[config.mk]
export PLATFORM = sky130hd
export DESIGN_NAME = rbt_ctrl
export DESIGN_NICKNAME = d
export VERILOG_FILES = /design/src/rtl/rbt_pkg.sv /design/src/rtl/rbt_ctrl.sv
export SDC_FILE = /design/constraint.sdc
export NUM_CORES = 1
export LEC_CHECK = 0
export BUFFER_PORTS_ARGS = -buffer_cell sky130_fd_sc_hd__buf_2
export CORE_AREA = 2 2 39 41
export CTS_BUF_LIST = sky130_fd_sc_hd__clkbuf_8
export CTS_CLUSTER_DIAMETER = 200
export DETAILED_ROUTE_END_ITERATION = 12
export DIE_AREA = 0 0 41 43
export PLACE_DENSITY = 0.48
export SKIP_CTS_REPAIR_TIMING = 1
export SYNTH_ARGS = -nofsm -noshare
export SYNTH_HDL_FRONTEND = slang
export SYNTH_SLANG_ARGS = --single-unit
[constraint.sdc]
create_clock -name clk -period 2 [get_ports clk]
set_input_delay 0.2 -clock clk [delete_from_list [all_inputs] [get_ports clk]]
set_output_delay 0.2 -clock clk [all_outputs]
set_load 0.1 [all_outputs]
[src/rtl/rbt_pkg.sv]
// shared types and codes for the resource borrow tracker
`timescale 1ns / 1ps

package rbt_pkg;

  localparam int PROC_W  = 16;
  localparam int KEY_W   = 32;
  localparam int CNT_W   = 16;
  localparam int TOTAL_W = 32;
  localparam int CLEAN_W = 12;

  localparam logic [3:0] CMD_QUERY     = 4'd0;
  localparam logic [3:0] CMD_ACQUIRE   = 4'd1;
  localparam logic [3:0] CMD_RELEASE   = 4'd2;
  localparam logic [3:0] CMD_TRANSFER  = 4'd3;
  localparam logic [3:0] CMD_BORROW_SH = 4'd4;
  localparam logic [3:0] CMD_BORROW_MT = 4'd5;
  localparam logic [3:0] CMD_RETURN_SH = 4'd6;
  localparam logic [3:0] CMD_RETURN_MT = 4'd7;
  localparam logic [3:0] CMD_CLEANUP   = 4'd8;

  localparam logic [3:0] ST_OK           = 4'd0;
  localparam logic [3:0] ST_INVALID      = 4'd1;
  localparam logic [3:0] ST_FULL         = 4'd2;
  localparam logic [3:0] ST_HELD         = 4'd3;
  localparam logic [3:0] ST_NOTFOUND     = 4'd4;
  localparam logic [3:0] ST_NOTOWNER     = 4'd5;
  localparam logic [3:0] ST_BORROWED     = 4'd6;
  localparam logic [3:0] ST_MUTBORROW    = 4'd7;
  localparam logic [3:0] ST_SHAREDBORROW = 4'd8;
  localparam logic [3:0] ST_NOTBORROWED  = 4'd9;
  localparam logic [3:0] ST_COUNTFULL    = 4'd10;

  localparam logic [1:0] MODE_FREE   = 2'd0;
  localparam logic [1:0] MODE_EXCL   = 2'd1;
  localparam logic [1:0] MODE_SHARED = 2'd2;
  localparam logic [1:0] MODE_MUT    = 2'd3;

  localparam logic [CNT_W-1:0]   SHARED_MAX = '1;
  localparam logic [CLEAN_W-1:0] CLEAN_MAX  = '1;

  typedef struct packed {
    logic               valid;
    logic [KEY_W-1:0]   key;
    logic [PROC_W-1:0]  owner;
    logic [1:0]         mode;
    logic [CNT_W-1:0]   shared;
    logic [PROC_W-1:0]  mut;
    logic [TOTAL_W-1:0] total;
  } entry_t;

  typedef struct packed {
    logic load;
    logic home;
    logic rd;
    logic chk;
    logic exec;
    logic clr;
    logic cl_chk;
  } ctl_t;

  typedef struct packed {
    logic home_done;
    logic scan_done;
    logic clean;
    logic clr_last;
    logic cl_last;
    logic out_free;
  } sts_t;

endpackage

[src/rtl/rbt_ctrl.sv]
// command sequencer for the resource borrow tracker
`timescale 1ns / 1ps

module rbt_ctrl import rbt_pkg::*; (
  input  logic clk,
  input  logic rst_n,
  input  logic in_tvalid,
  output logic in_tready,
  input  sts_t sts,
  output ctl_t ctl
);

  localparam logic [3:0] S_CLEAR  = 4'd0;
  localparam logic [3:0] S_IDLE   = 4'd1;
  localparam logic [3:0] S_HOME   = 4'd2;
  localparam logic [3:0] S_RD     = 4'd3;
  localparam logic [3:0] S_CHK    = 4'd4;
  localparam logic [3:0] S_CL_RD  = 4'd5;
  localparam logic [3:0] S_CL_CHK = 4'd6;
  localparam logic [3:0] S_EXEC   = 4'd7;

  logic [3:0] state_r, state_nxt;

  assign in_tready = (state_r == S_IDLE);

  always_comb begin
    state_nxt  = state_r;
    ctl        = '0;
    case (state_r)
      S_CLEAR: begin
        ctl.clr = 1'b1;
        if (sts.clr_last) state_nxt = S_IDLE;
      end
      S_IDLE: begin
        if (in_tvalid) begin
          ctl.load  = 1'b1;
          state_nxt = S_HOME;
        end
      end
      S_HOME: begin
        ctl.home = 1'b1;
        if (sts.home_done) state_nxt = sts.clean ? S_CL_RD : S_RD;
      end
      S_RD: begin
        ctl.rd    = 1'b1;
        state_nxt = S_CHK;
      end
      S_CHK: begin
        ctl.chk   = 1'b1;
        state_nxt = sts.scan_done ? S_EXEC : S_RD;
      end
      S_CL_RD: begin
        ctl.rd    = 1'b1;
        state_nxt = S_CL_CHK;
      end
      S_CL_CHK: begin
        ctl.cl_chk = 1'b1;
        state_nxt  = sts.cl_last ? S_EXEC : S_CL_RD;
      end
      S_EXEC: begin
        if (sts.out_free) begin
          ctl.exec  = 1'b1;
          state_nxt = S_IDLE;
        end
      end
      default: state_nxt = S_IDLE;
    endcase
  end

  always_ff @(posedge clk) begin
    if (!rst_n) begin
      state_r <= S_CLEAR;
    end else begin
      state_r <= state_nxt;
    end
  end

endmodule

==> impl_metrics.env <==
export IMPL_numCtsBuffers=3
export IMPL_htree_levels=1
export IMPL_start_util_pct=20.3
export IMPL_r2r_end="state_r[1]$_SDFFE_PN0P_"
export IMPL_synth_distinct_cells=23
export IMPL_end_kind="primary output"
export IMPL_use_met2_pct=14.1
export IMPL_antenna_found_initial=0
export IMPL_grt_pass1_wl_um=1210
export IMPL_grt_overflow_total=0
export IMPL_cp_arrival_ps=1530
export IMPL_die_w_um=41
export IMPL_finalPower_uw=427
export IMPL_p_leak_uw=0.000198
export IMPL_wl_per_cell_um=10.4
export IMPL_cp_max_fo=12
export IMPL_fillCellCount=156
export IMPL_via_per_inst=4.63
export IMPL_grt_busiest_layer="met2"
export IMPL_clkTransAtPathRegs_ps=30
export IMPL_finalCritPeriodShare_pct=86.5
export IMPL_root_buffer="clkbuf_8"
export IMPL_status="completed"
export IMPL_clock_sinks=3
export IMPL_syn_area_um2=282
export IMPL_r2r_setup_slack_ps=560
export IMPL_grt_max_degree=13
export IMPL_areaGrowthSynthToFinish_pct=51.6
export IMPL_drt_iter0_markers=8
export IMPL_portBuffers=16
export IMPL_regMostFlops="state_r"
export IMPL_layout_common_cells="buf_2 (16), inv_1 (5)"
export IMPL_cap_violations=0
export IMPL_power_density_nw_per_um2=1000
export IMPL_top_regs="state_r (3)"
export IMPL_clock_skew_ps=2.77
export IMPL_grt_pass1_vias=310
export IMPL_drt_antenna_violating_nets=0
export IMPL_cp_required_ps=1800
export IMPL_ys_ff_latch=3
export IMPL_dp_cells=71
export IMPL_met1_usage_pct=12.8
export IMPL_holdPathStages=2
export IMPL_hold_violations=0
export IMPL_start_kind="flip-flop"
export IMPL_grt_use_met3_pct=1.57
export IMPL_num_vias=347
export IMPL_gp_congestion=0.683
export IMPL_diodes=0
export IMPL_num_rows=14
export IMPL_clock_latency_ps=210
export IMPL_r2r_cells=4
export IMPL_wirelength_um=779
export IMPL_track_usage_pct=10.3
export IMPL_min_from="sts[0]"
export IMPL_critPathKind="reg2out"
export IMPL_tritoncts="yes"
export IMPL_max_freq_ghz=0.578
export IMPL_tightest_slew_ps=491
export IMPL_final_cells=75
export IMPL_maxSlewViolCount=0
export IMPL_cts_buffer_depth=2
export IMPL_holdPathEnd="state_r[2]$_SDFFE_PN0P_"
export IMPL_hp_class="in2reg"
export IMPL_rsz0062_at_grt="no"
export IMPL_synth_nets=50
export IMPL_dr_pass1_iters=4
export IMPL_vdd_drop_max_mv=0.277
export IMPL_yosysWarnings=0
export IMPL_drc=0
export IMPL_num_nets_final=69
export IMPL_synthCells=41
export IMPL_fin_crit_ps=1730
export IMPL_layout_commonest_cell="buf_2"
export IMPL_avgSynthCellArea_um2=6.87
export IMPL_drive_gt1_share_pct=42.4
export IMPL_die_height_um=43
export IMPL_seq_area_frac_synth_pct=21.3
export IMPL_largest_reg_flops=3
export IMPL_dp_hpwl_um=583
export IMPL_io_pins=17
export IMPL_slew_headroom_pct=67.5
export IMPL_reg2reg_from="state_r[1]$_SDFFE_PN0P_"
export IMPL_setup_violations_final=0
export IMPL_die_area_um2=1760
export IMPL_core_um2=1380
==> cells in the mapped netlist, drive strengths merged <==
library cell  instances  area share, %
a21o                  1            2.7
a21oi                 2            3.6
and2                  1            2.2
and3                  1            2.2
buf                   2            5.8
clkbuf                1            1.3
clkinv                1            1.3
dfxtp                 3             21
inv                   4            5.3
mux2i                 1            3.6
nand2                 2            2.7
nand3                 2            3.6
nor2                  4            5.3
nor2b                 1            3.1
nor3                  4            7.1
o2111ai               2            6.2
o21a                  1            2.7
o21ai                 3            5.3
o31ai                 2            5.3
or3                   2            6.2
xnor2                 1            3.1
==> critical path, stage by stage (launching register included) <==
cell and delay (ps):
dfxtp_1 560, nand3_1 210, nor2_2 120, buf_2 430
==> worst max path at each step <==
| stage | end | cells after the start | slack, ps | from |
|---|---|---|---|---|
| 2_1_floorplan | ctl[1] | 2 | -780 | state_r[0]$_SDFFE_PN0P_ |
| 3_3_place_gp | ctl[2] | 3 | 510 | state_r[1]$_SDFFE_PN0P_ |
| 3_5_place_dp | ctl[2] | 3 | 490 | state_r[1]$_SDFFE_PN0P_ |
| 4_1_cts | ctl[2] | 3 | 250 | state_r[1]$_SDFFE_PN0P_ |
| 5_1_grt | ctl[2] | 3 | 170 | state_r[1]$_SDFFE_PN0P_ |
| 6_report | ctl[2] | 3 | 270 | state_r[1]$_SDFFE_PN0P_ |
==> kinds of logic after synthesis <==
kind of cell	count (synthesis)	share of synthesized area (%)
and+or+nand+nor	17	32.4
AOI/OAI and AO/OA	11	25.8
buffers and inverters	8	13.8
DFF	3	21.3
xor gates and xnor gates	1	3.11
muxes	1	3.56
==> per-stage QoR <==
| step | setup WS (ps) | instance area, µm² | TNS, ps | hold WS [ps] | utilization [%] |
|---|---|---|---|---|---|
| after floorplan | -781 | 294 | -2380 | 304 | - |
| after global placement | 508 | 382 | 0 | 452 | 27.6 |
| after detailed placement | 488 | 382 | 0 | 441 | 27.6 |
| after CTS | 254 | 427 | 0 | 220 | 30.8 |
| after global routing | 172 | 427 | 0 | 258 | 30.8 |
| final | 271 | 427 | 0 | 220 | 30.8 |
==> layer usage <==
layer | routed length, µm | part of all wire (%)
met5 | 0 | 0
met3 | 76 | 9.8
met2 | 347 | 45
met1 | 332 | 43
met4 | 22 | 2.8
==> cell type report <==
type	instances	area [µm²]	share of cell area (%)
flip-flops and latches	3	60.1	14.1
multi-input cells	30	195	45.7
inverters	5	18.8	4.40
clock inverters	1	3.75	0.880
well taps	16	20.0	4.69
clock buffers	3	41.3	9.68
repair buffers	17	87.6	20.5
==> power breakdown <==
| part | total (µW) | internal (µW) | switching [µW] | leakage (µW) |
|---|---|---|---|---|
| Combinational | 179 | 41.1 | 138 | 0.000146 |
| Clock | 169 | 131 | 38.8 | 0.0000269 |
| Sequential | 78.6 | 66.3 | 12.3 | 0.0000246 |
| Total | 427 | 238 | 189 | 0.000198 |
Note: power is estimated with default switching activity, not from simulation.
